`config.mk`:
```
export PLATFORM = sky130hd
export DESIGN_NAME = trial_division_prime_test_top
export DESIGN_NICKNAME = d
export VERILOG_FILES = /design/src/design/tdpt_pkg.sv /design/src/design/tdpt_div.sv /design/src/design/tdpt_datapath.sv /design/src/design/tdpt_sequencer.sv /design/src/design/trial_division_prime_test_top.sv
export SDC_FILE = /design/constraint.sdc
export NUM_CORES = 1
export LEC_CHECK = 0
export ABC_AREA = 0
export ABC_CLOCK_PERIOD_IN_PS = 2800
export BUFFER_PORTS_ARGS = -buffer_cell sky130_fd_sc_hd__buf_2
export CORE_AREA = 2 2 134 136
export DETAILED_ROUTE_END_ITERATION = 10
export DIE_AREA = 0 0 136 138
export MAX_ROUTING_LAYER = met4
export PLACE_DENSITY = 0.75
export SLEW_MARGIN = 0
export SYNTH_ARGS = -nofsm -noshare
export SYNTH_HDL_FRONTEND = slang
export SYNTH_SLANG_ARGS = --single-unit
```
`constraint.sdc`:
```
create_clock -name clock -period 2.8 [get_ports clock]
set_input_delay 0.42 -clock clock [delete_from_list [all_inputs] [get_ports clock]]
set_output_delay 0.42 -clock clock [all_outputs]
set_load 0.005 [all_outputs]
```
`src/design/tdpt_pkg.sv`:
```
// tdpt_pkg: shared types, constants and the microcode rom of the trial division prime test
// used by every module of the block; depends on nothing

package tdpt_pkg;

   // widths fixed by the transaction layout
   localparam int CANDIDATE_W      = 32;
   localparam int REQ_TDATA_W      = 32;
   localparam int RSP_TDATA_W      = 8;
   localparam int NUMBER_WIDTH_DEF = 32;

   // microcode address width and step addresses
   localparam int UADDR_W = 4;
   typedef logic [UADDR_W-1:0] tdpt_uaddr_type;

   localparam tdpt_uaddr_type STEP_IDLE      = 4'd0;
   localparam tdpt_uaddr_type STEP_CHK_LT2   = 4'd1;
   localparam tdpt_uaddr_type STEP_CHK_23    = 4'd2;
   localparam tdpt_uaddr_type STEP_CHK_EVEN  = 4'd3;
   localparam tdpt_uaddr_type STEP_DIV_GO    = 4'd4;
   localparam tdpt_uaddr_type STEP_DIV_WAIT  = 4'd5;
   localparam tdpt_uaddr_type STEP_CHK_BOUND = 4'd6;
   localparam tdpt_uaddr_type STEP_CHK_REM   = 4'd7;
   localparam tdpt_uaddr_type STEP_NEXT_D    = 4'd8;
   localparam tdpt_uaddr_type STEP_RES0      = 4'd9;
   localparam tdpt_uaddr_type STEP_DONE0     = 4'd10;
   localparam tdpt_uaddr_type STEP_RES1      = 4'd11;
   localparam tdpt_uaddr_type STEP_DONE1     = 4'd12;

   // jump conditions: when true the step jumps to its target, else falls through
   typedef enum logic [3:0] {
      COND_NONE,
      COND_ALWAYS,
      COND_NO_REQ,
      COND_N_LT2,
      COND_N_SMALL_PRIME,
      COND_N_EVEN,
      COND_DIV_BUSY,
      COND_D_GT_Q,
      COND_REM_ZERO,
      COND_OUT_BUSY
   } tdpt_cond_type;

   // datapath actions of one step
   typedef struct packed {
      logic accept;
      logic load_d3;
      logic div_start;
      logic inc_d;
      logic put_res;
      logic res_val;
   } tdpt_act_type;

   // one control word
   typedef struct packed {
      tdpt_cond_type  cond;
      tdpt_uaddr_type target;
      tdpt_act_type   act;
   } tdpt_uword_type;

   // status flags seen by the sequencer
   typedef struct packed {
      logic req_valid;
      logic out_busy;
      logic n_lt2;
      logic n_small_prime;
      logic n_even;
      logic div_busy;
      logic d_gt_q;
      logic rem_zero;
   } tdpt_status_type;

   // microprogram
   function automatic tdpt_uword_type tdpt_rom(input tdpt_uaddr_type addr);
      tdpt_uword_type w;
      w        = '0;
      w.cond   = COND_NONE;
      w.target = STEP_IDLE;
      unique case (addr)
         STEP_IDLE: begin
            w.act.accept = 1'b1;
            w.cond       = COND_NO_REQ;
            w.target     = STEP_IDLE;
         end
         STEP_CHK_LT2: begin
            w.cond   = COND_N_LT2;
            w.target = STEP_RES0;
         end
         STEP_CHK_23: begin
            w.cond   = COND_N_SMALL_PRIME;
            w.target = STEP_RES1;
         end
         STEP_CHK_EVEN: begin
            w.act.load_d3 = 1'b1;
            w.cond        = COND_N_EVEN;
            w.target      = STEP_RES0;
         end
         STEP_DIV_GO: begin
            w.act.div_start = 1'b1;
         end
         STEP_DIV_WAIT: begin
            w.cond   = COND_DIV_BUSY;
            w.target = STEP_DIV_WAIT;
         end
         STEP_CHK_BOUND: begin
            w.cond   = COND_D_GT_Q;
            w.target = STEP_RES1;
         end
         STEP_CHK_REM: begin
            w.cond   = COND_REM_ZERO;
            w.target = STEP_RES0;
         end
         STEP_NEXT_D: begin
            w.act.inc_d = 1'b1;
            w.cond      = COND_ALWAYS;
            w.target    = STEP_DIV_GO;
         end
         STEP_RES0: begin
            w.act.put_res = 1'b1;
            w.act.res_val = 1'b0;
            w.cond        = COND_OUT_BUSY;
            w.target      = STEP_RES0;
         end
         STEP_DONE0: begin
            w.cond   = COND_ALWAYS;
            w.target = STEP_IDLE;
         end
         STEP_RES1: begin
            w.act.put_res = 1'b1;
            w.act.res_val = 1'b1;
            w.cond        = COND_OUT_BUSY;
            w.target      = STEP_RES1;
         end
         STEP_DONE1: begin
            w.cond   = COND_ALWAYS;
            w.target = STEP_IDLE;
         end
         default: begin
            w.cond   = COND_ALWAYS;
            w.target = STEP_IDLE;
         end
      endcase
      return w;
   endfunction

endpackage

```
`src/design/tdpt_div.sv`:
```
// tdpt_div: restoring divider, one quotient bit per cycle, gives quotient and remainder
// depends on tdpt_pkg

module tdpt_div
   import tdpt_pkg::*;
#(
   parameter int NUMBER_WIDTH = NUMBER_WIDTH_DEF
) (
   input  logic                    clock,
   input  logic                    reset,
   input  logic                    start,
   input  logic [NUMBER_WIDTH-1:0] dividend,
   input  logic [NUMBER_WIDTH-1:0] divisor,
   output logic                    busy,
   output logic [NUMBER_WIDTH-1:0] quotient,
   output logic [NUMBER_WIDTH-1:0] remainder
);

   localparam int CNT_W = $clog2(NUMBER_WIDTH + 1);

   logic                    busy_ff, busy_in;
   logic [CNT_W-1:0]        cnt_ff, cnt_in;
   logic [NUMBER_WIDTH-1:0] rem_ff, rem_in;
   logic [NUMBER_WIDTH-1:0] quo_ff, quo_in;
   logic [NUMBER_WIDTH-1:0] dsr_ff, dsr_in;
   logic [NUMBER_WIDTH:0]   shifted;
   logic [NUMBER_WIDTH:0]   trial;

   // one restoring step: shift in next dividend bit, try the subtract
   always_comb begin
      shifted = {rem_ff, quo_ff[NUMBER_WIDTH-1]};
      trial   = shifted - {1'b0, dsr_ff};
   end

   always_comb begin
      busy_in = busy_ff;
      cnt_in  = cnt_ff;
      rem_in  = rem_ff;
      quo_in  = quo_ff;
      dsr_in  = dsr_ff;
      priority if (start) begin
         busy_in = 1'b1;
         cnt_in  = CNT_W'(NUMBER_WIDTH);
         rem_in  = '0;
         quo_in  = dividend;
         dsr_in  = divisor;
      end else if (busy_ff) begin
         if (!trial[NUMBER_WIDTH]) begin
            rem_in = trial[NUMBER_WIDTH-1:0];
            quo_in = {quo_ff[NUMBER_WIDTH-2:0], 1'b1};
         end else begin
            rem_in = shifted[NUMBER_WIDTH-1:0];
            quo_in = {quo_ff[NUMBER_WIDTH-2:0], 1'b0};
         end
         cnt_in  = cnt_ff - CNT_W'(1);
         busy_in = (cnt_ff != CNT_W'(1));
      end
   end

   // control registers
   always_ff @(posedge clock) begin
      if (reset) begin
         busy_ff <= 1'b0;
         cnt_ff  <= '0;
      end else begin
         busy_ff <= busy_in;
         cnt_ff  <= cnt_in;
      end
   end

   // working registers
   always_ff @(posedge clock) begin
      rem_ff <= rem_in;
      quo_ff <= quo_in;
      dsr_ff <= dsr_in;
   end

   assign busy      = busy_ff;
   assign quotient  = quo_ff;
   assign remainder = rem_ff;

endmodule

```
`src/design/tdpt_datapath.sv`:
```
// tdpt_datapath: candidate and trial divisor registers, divider and status flags
// depends on tdpt_pkg and tdpt_div

module tdpt_datapath
   import tdpt_pkg::*;
#(
   parameter int NUMBER_WIDTH = NUMBER_WIDTH_DEF
) (
   input  logic                    clock,
   input  logic                    reset,
   input  logic                    load_n,
   input  logic [NUMBER_WIDTH-1:0] n_new,
   input  tdpt_act_type            act,
   output logic                    n_lt2,
   output logic                    n_small_prime,
   output logic                    n_even,
   output logic                    div_busy,
   output logic                    d_gt_q,
   output logic                    rem_zero
);

   logic [NUMBER_WIDTH-1:0] n_ff, n_in;
   logic [NUMBER_WIDTH-1:0] d_ff, d_in;
   logic [NUMBER_WIDTH-1:0] quotient;
   logic [NUMBER_WIDTH-1:0] remainder;

   // candidate and trial divisor
   always_comb begin
      n_in = load_n ? n_new : n_ff;
      priority if (act.load_d3) begin
         d_in = NUMBER_WIDTH'(3);
      end else if (act.inc_d) begin
         d_in = d_ff + NUMBER_WIDTH'(2);
      end else begin
         d_in = d_ff;
      end
   end

   always_ff @(posedge clock) begin
      n_ff <= n_in;
      d_ff <= d_in;
   end

   // shared divider: n / d
   tdpt_div #(
      .NUMBER_WIDTH(NUMBER_WIDTH)
   ) u_div (
      .clock     (clock),
      .reset     (reset),
      .start     (act.div_start),
      .dividend  (n_ff),
      .divisor   (d_ff),
      .busy      (div_busy),
      .quotient  (quotient),
      .remainder (remainder)
   );

   // flags for the jump conditions
   always_comb begin
      n_lt2         = (n_ff < NUMBER_WIDTH'(2));
      n_small_prime = (n_ff == NUMBER_WIDTH'(2)) || (n_ff == NUMBER_WIDTH'(3));
      n_even        = !n_ff[0];
      d_gt_q        = (d_ff > quotient);
      rem_zero      = (remainder == '0);
   end

endmodule

```
`src/design/tdpt_sequencer.sv`:
```
// tdpt_sequencer: step counter, microcode rom and conditional jump logic
// depends on tdpt_pkg

module tdpt_sequencer
   import tdpt_pkg::*;
(
   input  logic            clock,
   input  logic            reset,
   input  tdpt_status_type status,
   output tdpt_uword_type  uword
);

   tdpt_uaddr_type pc_ff, pc_in;
   logic           take;

   // control word of the current step
   always_comb begin
      uword = tdpt_rom(pc_ff);
   end

   // jump condition select
   always_comb begin
      unique case (uword.cond)
         COND_NONE:          take = 1'b0;
         COND_ALWAYS:        take = 1'b1;
         COND_NO_REQ:        take = !status.req_valid;
         COND_N_LT2:         take = status.n_lt2;
         COND_N_SMALL_PRIME: take = status.n_small_prime;
         COND_N_EVEN:        take = status.n_even;
         COND_DIV_BUSY:      take = status.div_busy;
         COND_D_GT_Q:        take = status.d_gt_q;
         COND_REM_ZERO:      take = status.rem_zero;
         COND_OUT_BUSY:      take = status.out_busy;
         default:            take = 1'b0;
      endcase
   end

   // next step
   always_comb begin
      pc_in = take ? uword.target : pc_ff + tdpt_uaddr_type'(1);
   end

   always_ff @(posedge clock) begin
      if (reset) begin
         pc_ff <= STEP_IDLE;
      end else begin
         pc_ff <= pc_in;
      end
   end

endmodule

```
`src/design/trial_division_prime_test_top.sv`:
```
// trial_division_prime_test_top: top level of the trial division prime test
// depends on tdpt_pkg, tdpt_sequencer and tdpt_datapath

// Tests one unsigned candidate per transaction and returns one bit, set when the
// candidate (taken modulo 2^NUMBER_WIDTH) is prime; zero and one are not prime.
// A microcoded sequencer drives one shared restoring divider that yields one
// quotient bit per cycle. Zero, one, two, three and even numbers are decided by
// direct checks without the divider; otherwise one division is run per odd trial
// divisor, from 3 upward, until the divisor exceeds the quotient (prime) or the
// remainder is zero (not prime). One item is worked on at a time; the result sits
// in an output register, so the next candidate is taken while an earlier result
// still waits to be read.

module trial_division_prime_test_top
   import tdpt_pkg::*;
#(
   parameter int NUMBER_WIDTH = NUMBER_WIDTH_DEF
) (
   input  logic                   clock,
   input  logic                   reset,
   input  logic                   req_tvalid,
   output logic                   req_tready,
   input  logic [REQ_TDATA_W-1:0] req_tdata,  // [31:0] candidate
   output logic                   rsp_tvalid,
   input  logic                   rsp_tready,
   output logic [RSP_TDATA_W-1:0] rsp_tdata   // [0] is_prime, [7:1] zero
);

   tdpt_uword_type  uword;
   tdpt_status_type status;
   logic            load_n;
   logic            out_busy;
   logic            rsp_valid_ff, rsp_valid_in;
   logic            rsp_prime_ff, rsp_prime_in;
   logic [CANDIDATE_W-1:0] candidate;

   // input transaction
   assign candidate  = req_tdata[CANDIDATE_W-1:0];
   assign req_tready = uword.act.accept;
   assign load_n     = req_tvalid && uword.act.accept;

   // output slot taken and not being read
   assign out_busy = rsp_valid_ff && !rsp_tready;

   tdpt_sequencer u_sequencer (
      .clock  (clock),
      .reset  (reset),
      .status (status),
      .uword  (uword)
   );

   tdpt_datapath #(
      .NUMBER_WIDTH(NUMBER_WIDTH)
   ) u_datapath (
      .clock         (clock),
      .reset         (reset),
      .load_n        (load_n),
      .n_new         (NUMBER_WIDTH'(candidate)),
      .act           (uword.act),
      .n_lt2         (status.n_lt2),
      .n_small_prime (status.n_small_prime),
      .n_even        (status.n_even),
      .div_busy      (status.div_busy),
      .d_gt_q        (status.d_gt_q),
      .rem_zero      (status.rem_zero)
   );

   assign status.req_valid = req_tvalid;
   assign status.out_busy  = out_busy;

   // output register
   always_comb begin
      rsp_valid_in = rsp_valid_ff && !rsp_tready;
      rsp_prime_in = rsp_prime_ff;
      if (uword.act.put_res && !out_busy) begin
         rsp_valid_in = 1'b1;
         rsp_prime_in = uword.act.res_val;
      end
   end

   always_ff @(posedge clock) begin
      if (reset) begin
         rsp_valid_ff <= 1'b0;
      end else begin
         rsp_valid_ff <= rsp_valid_in;
      end
   end

   always_ff @(posedge clock) begin
      rsp_prime_ff <= rsp_prime_in;
   end

   assign rsp_tvalid = rsp_valid_ff;
   assign rsp_tdata  = {(RSP_TDATA_W - 1)'(0), rsp_prime_ff};

endmodule

```
# After elaboration in Yosys (flattened, before gate mapping)
# Cells that the tools add are included.
# word_totals
regBits	173
input_bits	36
output_inout_bits	10
word_cells	68
# op_classes
addsub	4
order_cmp	2
n_eq_ne	22
n_mux	17
n_reduce_logical	12
# op_table
cell	n
$mux W32	3
$pmux W8 S11	1
$eq A32 B2 Y1 const B	2
$sub A33 B32 Y33	1
$add A32 B2 Y32 const B	1
$eq A4 B3 Y1 const B	8
$gt A32 B32 Y1	1
$logic_not A32 Y1	1
$lt A32 B2 Y1 const B	1
$eq A4 B4 Y1 const B	5
$eq A4 B2 Y1 const B	4
$mux W6	2
$pmux W1 S9	1
$eq A4 B1 Y1 const B	2
$mux W1	8
$ne A6 B1 Y1 const B	1
$sub A6 B1 Y6 const B	1
$add A4 B1 Y4 const B	1
$logic_not A1 Y1	4
$logic_not A4 Y1	1
$mux W4	1
$pmux W2 S2	1
$logic_and A1 B1 Y1	3
$reduce_bool A2 Y1	1
other kinds (2)	2

# Depth between registers and ports, before layout
# Gate-level depths: netlist of the first run.
# logic_depth
ltp_word	5
depth_mapped	12
mapped_depth_nobuf	11

# By module
# A second synthesis of the first run with hierarchy kept.
# unflattened
cells_unflattened	995
area_unflattened_um2	9987.1
# by_module_without_submodules
module	instances	cells_each	area_per_inst_um2	seq_area_each_um2
tdpt_div	1	572	5880.6	2702.6
tdpt_datapath	1	324	3321.9	1581.5
tdpt_sequencer	1	84	634.4	80.1
trial_division_prime_test_top	1	15	150.1	50.0

# Worst setup path before layout of the first run
# Ideal clock, no wire load.
# synth_timing
path_type	reg2reg
start	reg u_datapath.u_div.quo_ff[31], in the netlist u_datapath.u_div.quotient[31]
end	reg u_datapath.u_div.rem_ff[16], in the netlist u_datapath.u_div.remainder[16]
setup_time_ns	0.134
arrival_ns	2.870
required_ns	2.666
setup_slack_ns	-0.203
path_stages_with_launch	12
path_buffers	1
synth_period_minus_slack_ns	3.003
path_cell_list	edfxtp_1 fa_1 a21o_1 a221o_1 a21oi_1 o21ai_4 o211ai_2 a221o_2 xnor2_4 buf_8 mux2i_1 a21oi_1
# synth_via
elab_chain_len	2
# synth_rtl
item	line_no	source
start: declaration	tdpt_div.sv:24	logic [NUMBER_WIDTH-1:0] quo_ff, quo_in;
start signal: assignment	tdpt_div.sv:74	quo_ff <= quo_in;
$sub A33 B32 Y33	tdpt_div.sv:32	trial = shifted - {1'b0, dsr_ff};
$mux W32	tdpt_div.sv:48	if (!trial[NUMBER_WIDTH]) begin
end signal: assignment	tdpt_div.sv:73	rem_ff <= rem_in;
end: declaration	tdpt_div.sv:23	logic [NUMBER_WIDTH-1:0] rem_ff, rem_in;
# No other way between the ends.
# A chain may end at the register's enable or synchronous reset.

# Final worst setup path of the first run
# layout_timing
start	reg u_datapath.u_div.dsr_ff[16]
end	reg u_datapath.u_div.rem_ff[4], in the netlist u_datapath.u_div.remainder[4]
# layout_via
elab_chain_len	2
# layout_rtl
item	line_no	source
start: declaration	tdpt_div.sv:25	logic [NUMBER_WIDTH-1:0] dsr_ff, dsr_in;
start signal: assignment	tdpt_div.sv:75	dsr_ff <= dsr_in;
$sub A33 B32 Y33	tdpt_div.sv:32	
$mux W32	tdpt_div.sv:48	
# No other way between the ends.

==> run_results.csv, run 1 <==
group,metric,value,unit
power,vdd_drop_max,0.541,mV
route,routed_wl,21.7,mm
timing,rsz0062_at_grt,"true",
power,power.clock.fraction,20.1,%
power,switching_share,37.8,%
cells_and_area,finalInstanceArea,0.0114,mm²
clock_tree,cts_buffer_depth,2,
synth,yosysTopAreaCell,"edfxtp_1",
timing,setup_viol,30,
clock_tree,clk_transition_reported_paths,0.07,ns
timing,fin_skew,0.0140,ns
grt,antenna_found_initial,0,
route,dr.pass1.iters,5,
floorplanning,row_count,49,
synth,syn-instance-count,997,
power,power_density,1100,mW/mm²
place,place_congestion,0.913,
floorplanning,placeableCoreArea,0.0175,mm²
power,power_leakage,5.00,nW
power,total_power,12.6,mW
power,p_int,7.85,mW
grt,grt_pass1_vias,7346,
timing,setup-tns-final,-1.79,ns
clock_tree,cts_sinks,171,
place,hpwlAfterDp,15.2,mm
flow_run,maxCapViolCount,0,
clock_tree,clkLatencyLatePin,0.43,ns
grt,grt.overflow.total,0,
place,port_buffers,38,
status,failed_checks,"setup timing",
power,switchingPower,4.78,mW
synth,synth_edf_count,96,
power,seqPwrFrac,31.3,%
place,dpl_cell_area,0.0106,mm²
clock_tree,htree_levels,4,
status,status,"complete, but fails checks",
route,drt_iter0_drc,559,
clock_tree,ctsHoldBuffers,0,
route,vias_per_cell,5.68,
synth,yosys.area.top_type_share,30.3,%
cells_and_area,area_growth,20.3,%
min_path,holdPathStages,1,
place,place_ws,-0.226,ns
grt,grt_pass1_wl,35.0,mm
synth,synth.avg_cell_area,9.54,µm²
synth,ys_warn_count,0,
timing,fin_crit_sh,104,%
synth,async_reset_ff_share,0,%
clock_tree,cts-root-buf,"clkbuf_16",
setup_path,worst-setup-path-type,"reg2reg",
timing,worst_slack,-0.112,ns
setup_path,start_kind,"register",
floorplanning,die_w,136,µm
timing,fmax,343,MHz
floorplanning,die_y,138,µm
synth,synth.distinct_cells,68,
grt,grt_util_all_layers,23.9,%
setup_path,critPathMaxFanout,7,
setup_path,critPathCaptureType,"register",
synth,ys.flop_type,"edfxtp_1",
cells_and_area,final_nets,1213,
min_path,hp-class,"in2reg",
route,route.vias.total,7663,
synth,yosysSeqAreaShare,46.1,%
route,drcViolationCount,0,
timing,maxSlewViolCount,0,
power,combPwrFrac,48.5,%
clock_tree,cts_buffers,17,
synth,synthesis.area,0.00951,mm²
timing,worst_slew_pin_slew,0.761,ns
synth,synth-seq-cells,171,
synth,synthTopCellsByArea,"edfxtp_1 30%, dfxtp_1 16%, ha_1 9.1%",
timing,period_needed,2.91,ns
floorplanning,io_pins,46,
clock_tree,tritoncts,"yes",
route,final_antenna_net_count,0,
floorplanning,initial_core_util,54.2,%
setup_path,critPathArrivalTime,3.20,ns
setup_path,worstPathRequired,3.09,ns
timing,relSlewSlack,48.8,%
floorplanning,die_area,0.0188,mm²
setup_path,reg2reg_depth,12,
cells_and_area,drive_above_1_share,18.9,%
cells_and_area,diodes,0,
grt,grt_max_degree,100,
timing,finalHoldViolCount,0,
route,wire_per_inst,16.1,µm
-- power groups by stage --
stage                     Combinational, mW  Clock, mW  Sequential (mW)
final                                  6.13       2.54             3.96
after global routing                   6.76       2.67             4.03
after CTS                              5.77       2.56             3.94
after detailed placement               5.58          0             3.98
after global placement                 5.44          0             3.96
after floorplan                        3.87          0             3.88
-- area by class of cell --
cell class                      instances  area, µm²
Clock buffer                           18        429
Tap cell                              229        287
Clock inverter                         14        209
Inverter                               87        328
Timing Repair Buffer                  128        950
Multi-Input combinational cell        702       4850
Fill cell                            1382       6090
Sequential cell                       171       4390
-- layout by cell type (no fill, tap or decap), types with 6 or more instances in the layout --
| master | instances |
|---|---|
| a21o_1 | 27 |
| a21oi_1 | 75 |
| buf_2 | 38 |
| buf_4 | 83 |
| clkbuf_16 | 18 |
| conb_1 | 7 |
| dfxtp_1 | 74 |
| edfxtp_1 | 96 |
| ha_1 | 60 |
| ha_4 | 9 |
| inv_1 | 80 |
| inv_2 | 6 |
| mux2i_1 | 23 |
| nand2_1 | 85 |
| nand2b_1 | 6 |
| nand3_1 | 19 |
| nand4_1 | 24 |
| nor2_1 | 65 |
| nor2b_1 | 11 |
| nor3_1 | 19 |
| nor3_2 | 6 |
| nor4_1 | 18 |
| o21ai_0 | 87 |
| o21ai_1 | 6 |
| xnor2_1 | 22 |
| xor2_1 | 39 |
-- routing by layer --
metal	GRT usage, %	vias up	share of wire, %
met2	37.4	229	47
met1	30.5	3609	44
met3	4.47	48	4.9
met4	9.92	0	3.5
met5	-	-	0
li1	-	3777	-
-- stage by stage --
| step | hold WS, ns | util (%) | std cells |
|---|---|---|---|
| after floorplan | 0.434 | - | 1003 |
| after global placement | 0.482 | 60.2 | 1308 |
| after detailed placement | 0.483 | 60.2 | 1308 |
| after CTS | 0.156 | 64.3 | 1346 |
| after global routing | 0.150 | 65.2 | 1349 |
| final | 0.164 | 65.2 | 1349 |
-- sequential cells by signal, indices dropped and copies added (netlist names) --
name and cells:
u_datapath.d_ff 31, u_datapath.n_ff 32, rsp_prime_ff 1, u_sequencer.pc_ff 4, u_datapath.u_div.remainder 32, u_datapath.u_div.cnt_ff 6, u_datapath.u_div.quotient 32, u_datapath.u_div.dsr_ff 31
rsp_tvalid 1, u_datapath.u_div.busy 1
-- synth_stat cells (5+ instances only) --
cell type  instances
nand4_1           24
clkbuf_1          31
o21ai_0           87
a21o_1            27
o21bai_1           5
inv_1             85
ha_1              69
xor2_1            39
nor3_1            25
and3_1             7
dfxtp_1           75
buf_4              8
nand3_1           19
nand2b_1           6
a211oi_1           6
mux2i_1           25
xnor2_1           23
nor4_1            19
edfxtp_1          96
nor2b_1           11
or3_1              5
a21oi_1           79
o21ai_1            7
nor2_1            66
a31oi_1            5
nand2_1           88
-- logic make-up after synthesis --
kind of cell             share of synthesized area, %
AO/OA/AOI/OAI                                    15.9
multiplexers                                     2.63
buffers and inverters                            5.78
AND/OR/NAND/NOR                                  14.3
other                                          0.0394
XOR/XNOR                                         6.00
flip-flops                                       46.1
adder cells (fa/ha/maj)                          9.29
-- timing repair --
action | CTS | global route
cloned | 0 | 1
pin swaps | 5 | 15
setup buffers | 6 | 3
gates resized for setup | 5 | 30
endpoints found under the setup margin | 33 | 39
-- path summary, 6_finish.rpt --
kind	startpoint	endpoint	slack (ns)
worst max-delay path	u_datapath.u_div.dsr_ff[16]	u_datapath.u_div.remainder[4]	-0.11
worst min-delay path	req_tdata[3]	u_datapath.n_ff[3]	0.16
worst max register to register	u_datapath.u_div.dsr_ff[16]	u_datapath.u_div.remainder[4]	-0.11
worst min register to register	u_datapath.d_ff[31]	u_datapath.u_div.dsr_ff[31]	0.50
-- worst max-delay path: stages, from the launching register on --
cell and delay (ns):
edfxtp_1 0.34, inv_2 0.05, ha_4 0.26, nand2_2 0.06
or4_4 0.54, o21ai_4 0.19, o211ai_2 0.11, a221o_2 0.45
xnor2_4 0.17, buf_12 0.16, buf_12 0.14, mux2i_4 0.23
a21oi_2 0.08
Note: power is estimated with default switching activity, not from simulation.
==> run 2, diff against run 1 <==
--- a/config.mk
+++ b/config.mk
@@ -12,7 +12,8 @@
 export DETAILED_ROUTE_END_ITERATION = 10
 export DIE_AREA = 0 0 136 138
 export MAX_ROUTING_LAYER = met4
-export PLACE_DENSITY = 0.75
+export PLACE_DENSITY = 0.76
+export SKIP_LAST_GASP = 1
 export SLEW_MARGIN = 0
 export SYNTH_ARGS = -nofsm -noshare
 export SYNTH_HDL_FRONTEND = slang
==> run_results.csv, run 2 (synthesis results as in run 1) <==
group,metric,value,unit
power,power.clock.fraction,19.8,%
power,total_power,12.4,mW
route,wire_per_inst,16.0,µm
power,p_int,7.64,mW
route,vias_per_cell,5.71,
setup_path,critPathMaxFanout,3,
route,dr.pass1.iters,6,
setup_path,critPathSlowestCell,"a211oi_1",
cells_and_area,fillCellCount,1360,
setup_path,critPathArrivalTime,3.27,ns
cells_and_area,post-route-util,64.5,%
status,failed_checks,"setup timing",
cells_and_area,layout_common_cells,"96 x edfxtp_1, 86 x o21ai_0, 84 x nand2_1",
cells_and_area,final_common_cell,"edfxtp_1",
clock_tree,clk_transition_reported_paths,0.07,ns
clock_tree,cts_buffer_depth,2,
route,drt_iter0_drc,608,
clock_tree,tritoncts,"yes",
status,status,"complete, but fails checks",
cells_and_area,diodes,0,
floorplanning,placeableCoreArea,0.0175,mm²
clock_tree,htree_levels,4,
cells_and_area,area_growth,19.0,%
floorplanning,row_count,49,
grt,grt_util_all_layers,23.8,%
setup_path,crit_buf_inv,3,
power,vdd_drop_max,0.592,mV
flow_run,maxCapViolCount,0,
setup_path,path_delay_family,"compound AO/OA/AOI/OAI gates",
grt,grt_pass1_vias,7129,
timing,relSlewSlack,53.9,%
clock_tree,cts-root-buf,"clkbuf_16",
route,route.vias.total,7636,
clock_tree,cts_buffers,17,
grt,antenna_found_initial,0,
floorplanning,die_y,138,µm
setup_path,crit_chain,"inv_1 > ha_4 > buf_4 > nand2_1 > nor2_1 > a211oi_1 > a21boi_2 > a311oi_1 > buf_4 > o31ai_1 > xnor2_1 > o2bb2ai_1 > o31a_1",
power,power_leakage,4.92,nW
setup_path,start_kind,"register",
floorplanning,io_pins,46,
place,dp_cells,1295,
route,routed_wl,21.4,mm
place,port_buffers,38,
setup_path,slowest_delay,0.44,ns
clock_tree,ctsHoldBuffers,0,
cells_and_area,finalInstanceArea,0.0113,mm²
cells_and_area,final_nets,1201,
timing,worst_slack,-0.152,ns
min_path,hp-class,"in2reg",
route,final_antenna_net_count,0,
timing,finalHoldViolCount,0,
grt,grt_max_degree,100,
clock_tree,clkLatencyLatePin,0.43,ns
setup_path,worstPathRequired,3.12,ns
timing,fin_crit_sh,105,%
timing,fin_skew,0.00885,ns
timing,worst_slew_pin_slew,0.685,ns
timing,period_needed,2.95,ns
floorplanning,initial_core_util,54.2,%
cells_and_area,drive_above_1_share,17.6,%
grt,grt.overflow.total,0,
power,power_density,1090,mW/mm²
clock_tree,cts_sinks,171,
cells_and_area,fin_cells,1337,
floorplanning,die_w,136,µm
power,switchingPower,4.74,mW
power,switching_share,38.3,%
power,combPwrFrac,48.1,%
place,dpl_cell_area,0.0104,mm²
setup_path,path_common_cell,"buf_4",
floorplanning,die_area,0.0188,mm²
route,drcViolationCount,0,
place,hpwlAfterDp,14.9,mm
timing,rsz0062_at_grt,"true",
power,seqPwrFrac,32.1,%
setup_path,critPathCaptureType,"register",
place,place_ws,-0.156,ns
place,place_congestion,0.891,
timing,maxSlewViolCount,0,
timing,setup_viol,30,
setup_path,worst-setup-path-type,"reg2reg",
grt,grt_pass1_wl,34.4,mm
timing,fmax,339,MHz
run 2: cell count changes in the layout (fill, tap and decap cells not counted), moves of 3 or more:
cell	delta
nor3_1	+4
buf_4	-11
nor3_2	-4
ha_1	-3
run 2: worst register-to-register path, stage by stage (launching register included):
cell and delay, ns:
edfxtp_1 0.42, inv_1 0.13, ha_4 0.22, buf_4 0.14, nand2_1 0.09, nor2_1 0.06, a211oi_1 0.44, a21boi_2 0.14
a311oi_1 0.33, buf_4 0.18, o31ai_1 0.08, xnor2_1 0.24, o2bb2ai_1 0.09, o31a_1 0.29
run 2: layout make-up:
class                      count  area (µm²)  share of cell area [%]
clock inverter                14         189                    1.67
sequential                   171        4390                    38.8
tap                          229         287                    2.53
timing repair buffer         116         857                    7.58
multi-input combinational    702        4840                    42.8
inverter                      87         328                    2.90
clock buffer                  18         429                    3.79
run 2: repair_timing:
action                     CTS  global route
pin swaps                    7             5
cloned                       2             0
resized for setup            9            23
setup buffers                6             2
setup endpoints to repair   33            41
run 2: metal layers:
layer | GRT usage (%) | wire length, µm | vias up
met5 | - | 0 | -
met4 | 11.2 | 782 | 0
met3 | 4.36 | 1070 | 56
met2 | 36.8 | 10200 | 247
met1 | 30.3 | 9310 | 3582
li1 | - | - | 3751
run 2: power by group through the flow:
stage	sequential, mW	clock [mW]	combinational, mW
6_report	3.98	2.45	5.95
5_1_grt	4.04	2.56	6.60
4_1_cts	3.95	2.48	5.72
3_5_place_dp	3.99	0	5.39
3_3_place_gp	3.99	0	5.23
2_1_floorplan	3.88	0	3.87
run 2: per-stage QoR:
step | setup TNS (ns) | hold slack [ns]
finish | -2.13 | 0.153
global route | -5.51 | 0.138
CTS | -1.63 | 0.143
detailed placement | -3.43 | 0.483
global placement | -1.10 | 0.473
floorplan | -3.30 | 0.434
run 2: path summary, 6_finish.rpt:
| check | start | to | slack (ns) | cells past startpoint |
|---|---|---|---|---|
| hold reg to reg | u_datapath.d_ff[31] | u_datapath.u_div.dsr_ff[31] | 0.50 | 0 |
| setup / recovery | u_datapath.u_div.dsr_ff[10] | u_datapath.u_div.remainder[31] | -0.15 | 13 |
| setup reg to reg | u_datapath.u_div.dsr_ff[10] | u_datapath.u_div.remainder[31] | -0.15 | 13 |
| hold / removal | req_tdata[23] | u_datapath.n_ff[23] | 0.15 | 1 |
==> run 3, diff against run 2 <==
--- a/config.mk
+++ b/config.mk
@@ -12,7 +12,7 @@
 export DETAILED_ROUTE_END_ITERATION = 10
 export DIE_AREA = 0 0 136 138
 export MAX_ROUTING_LAYER = met4
-export PLACE_DENSITY = 0.76
+export PLACE_DENSITY = 0.75
 export SKIP_LAST_GASP = 1
 export SLEW_MARGIN = 0
 export SYNTH_ARGS = -nofsm -noshare
==> run_results.csv, run 3 (synthesis results as in run 1) <==
group,metric,value,unit
timing,relSlewSlack,50.1,%
cells_and_area,fin_cells,1349,
timing,finalHoldViolCount,0,
floorplanning,die_y,138,µm
clock_tree,ctsHoldBuffers,0,
min_path,hp-class,"in2reg",
grt,grt.overflow.total,0,
route,dr.pass1.iters,7,
floorplanning,initial_core_util,54.2,%
clock_tree,cts_buffer_depth,2,
cells_and_area,drive_above_1_share,18.8,%
route,drcViolationCount,0,
floorplanning,row_count,49,
floorplanning,io_pins,46,
place,port_buffers,38,
grt,grt.met3_usage,4.47,%
cells_and_area,fillCellCount,1384,
setup_path,reg2reg_depth,12,
setup_path,critPathCaptureType,"register",
grt,grt_pass1_wl,35.0,mm
cells_and_area,area_growth,20.2,%
place,place_congestion,0.913,
cells_and_area,layout_common_cells,"96 x edfxtp_1, 87 x o21ai_0, 85 x nand2_1",
setup_path,r2r_start,"u_datapath.u_div.dsr_ff[16]",
setup_path,slowest_delay,0.54,ns
cells_and_area,diodes,0,
status,failed_checks,"setup timing",
route,final_antenna_net_count,0,
setup_path,critPathArrivalTime,3.20,ns
timing,setup_viol,30,
cells_and_area,final_nets,1213,
floorplanning,placeableCoreArea,0.0175,mm²
setup_path,path_common_cell,"buf_12",
floorplanning,die_area,0.0188,mm²
setup_path,critPathSlowestCell,"or4_4",
timing,hold_ws,0.165,ns
floorplanning,die_w,136,µm
timing,fmax,344,MHz
grt,grt_pass1_vias,7357,
grt,busiest_layer,"met2",
setup_path,worst-setup-path-type,"reg2reg",
clock_tree,clkLatencyLatePin,0.43,ns
clock_tree,htree_levels,4,
timing,worst_slew_pin_slew,0.742,ns
setup_path,start_kind,"register",
grt,antenna_found_initial,0,
setup_path,reg2reg_slack,-0.11,ns
cells_and_area,final_common_cell,"edfxtp_1",
setup_path,worstPathRequired,3.09,ns
status,status,"complete, but fails checks",
route,routed_wl,21.7,mm
timing,period_needed,2.91,ns
route,drt_iter0_drc,556,
power,power_density,1100,mW/mm²
route,route.vias.total,7695,
clock_tree,cts_buffers,17,
setup_path,crit_chain,"inv_2 > ha_4 > nand2_2 > or4_4 > o21ai_4 > o211ai_2 > a221o_2 > xnor2_4 > buf_12 > buf_12 > mux2i_4 > a21oi_2",
timing,fin_skew,0.0131,ns
clock_tree,clk_transition_reported_paths,0.07,ns
timing,fin_crit_sh,104,%
grt,grt_util_all_layers,23.9,%
setup_path,cp-endpoint,"u_datapath.u_div.remainder[4]",
flow_run,maxCapViolCount,0,
place,hpwlAfterDp,15.2,mm
clock_tree,tritoncts,"yes",
clock_tree,cts-root-buf,"clkbuf_16",
setup_path,r2r_end,"u_datapath.u_div.remainder[4]",
grt,use_met2,37.4,%
route,vias_per_cell,5.70,
clock_tree,cts_sinks,171,
route,wire_per_inst,16.1,µm
timing,maxSlewViolCount,0,
power,vdd_drop_max,0.538,mV
grt,met1_usage,30.5,%
grt,grt_max_degree,100,
cells_and_area,post-route-util,65.2,%
setup_path,setup.worst_path.start,"u_datapath.u_div.dsr_ff[16]",
timing,rsz0062_at_grt,"true",
setup_path,critPathMaxFanout,7,
place,dp_cells,1308,
timing,worst_slack,-0.111,ns
timing,setup-tns-final,-1.82,ns
power,power_leakage,4.99,nW
run 3: cell count changes in the layout (fill, tap and decap cells not counted), moves of 3 or more:
cell and delta:
buf_4 +12, ha_1 +3, nor3_1 -4, nor3_2 +4
run 3: final cells by class:
cell class                 instances  area [µm²]  area share, %
multi-input combinational        702        4850           42.4
inverter                          87         328           2.87
clock buffer                      18         429           3.75
tap                              229         287           2.51
clock inverter                    14         209           1.83
sequential                       171        4390           38.4
timing repair buffer             128         946           8.27
run 3: stage by stage:
step | total power [mW] | area [µm²] | worst slack [ns]
finish | 12.6 | 11400 | -0.111
global route | 13.4 | 11400 | -0.216
CTS | 12.3 | 11300 | -0.0582
detailed placement | 9.56 | 10600 | -0.226
global placement | 9.40 | 10600 | -0.190
floorplan | 7.75 | 9640 | -0.148
run 3: what timing repair did:
action / in CTS / in global routing
buffers inserted: 6 / 3
resized for setup: 5 / 28
cloned: 0 / 1
pin swaps: 4 / 15
endpoints found under the setup margin: 33 / 39
run 3: power by group:
group          switching (mW)  internal [mW]  leakage, nW
sequential              0.470           3.48         1.48
clock                    1.02           1.52        0.312
combinational            3.27           2.84         3.20
run 3: per-layer routing:
| metal | part of all wire [%] | wire, µm |
|---|---|---|
| met5 | 0 | 0 |
| met4 | 3.6 | 790 |
| met3 | 5.0 | 1090 |
| met2 | 47 | 10200 |
| met1 | 44 | 9640 |
run 3: how the worst min path moves through the flow:
stage               cells past startpoint                 from                           to  slack (ns)
floorplan                               0  u_datapath.d_ff[22]  u_datapath.u_div.dsr_ff[22]        0.43
global placement                        0  u_datapath.d_ff[22]  u_datapath.u_div.dsr_ff[22]        0.48
detailed placement                      0  u_datapath.d_ff[31]  u_datapath.u_div.dsr_ff[31]        0.48
CTS                                     1         req_tdata[3]           u_datapath.n_ff[3]        0.16
global route                            1         req_tdata[3]           u_datapath.n_ff[3]        0.15
finish                                  1         req_tdata[3]           u_datapath.n_ff[3]        0.17
run 3: critical path, delay by kind of cell, from the launching register on:
family / cells / cell delay [ns]
multiplexers: 1 / 0.23
AND/OR/NAND/NOR: 2 / 0.59
AO/OA/AOI/OAI: 4 / 0.83
adder cells (fa/ha/maj): 1 / 0.26
buffers and inverters: 3 / 0.35
flip-flops: 1 / 0.34
XOR/XNOR: 1 / 0.17
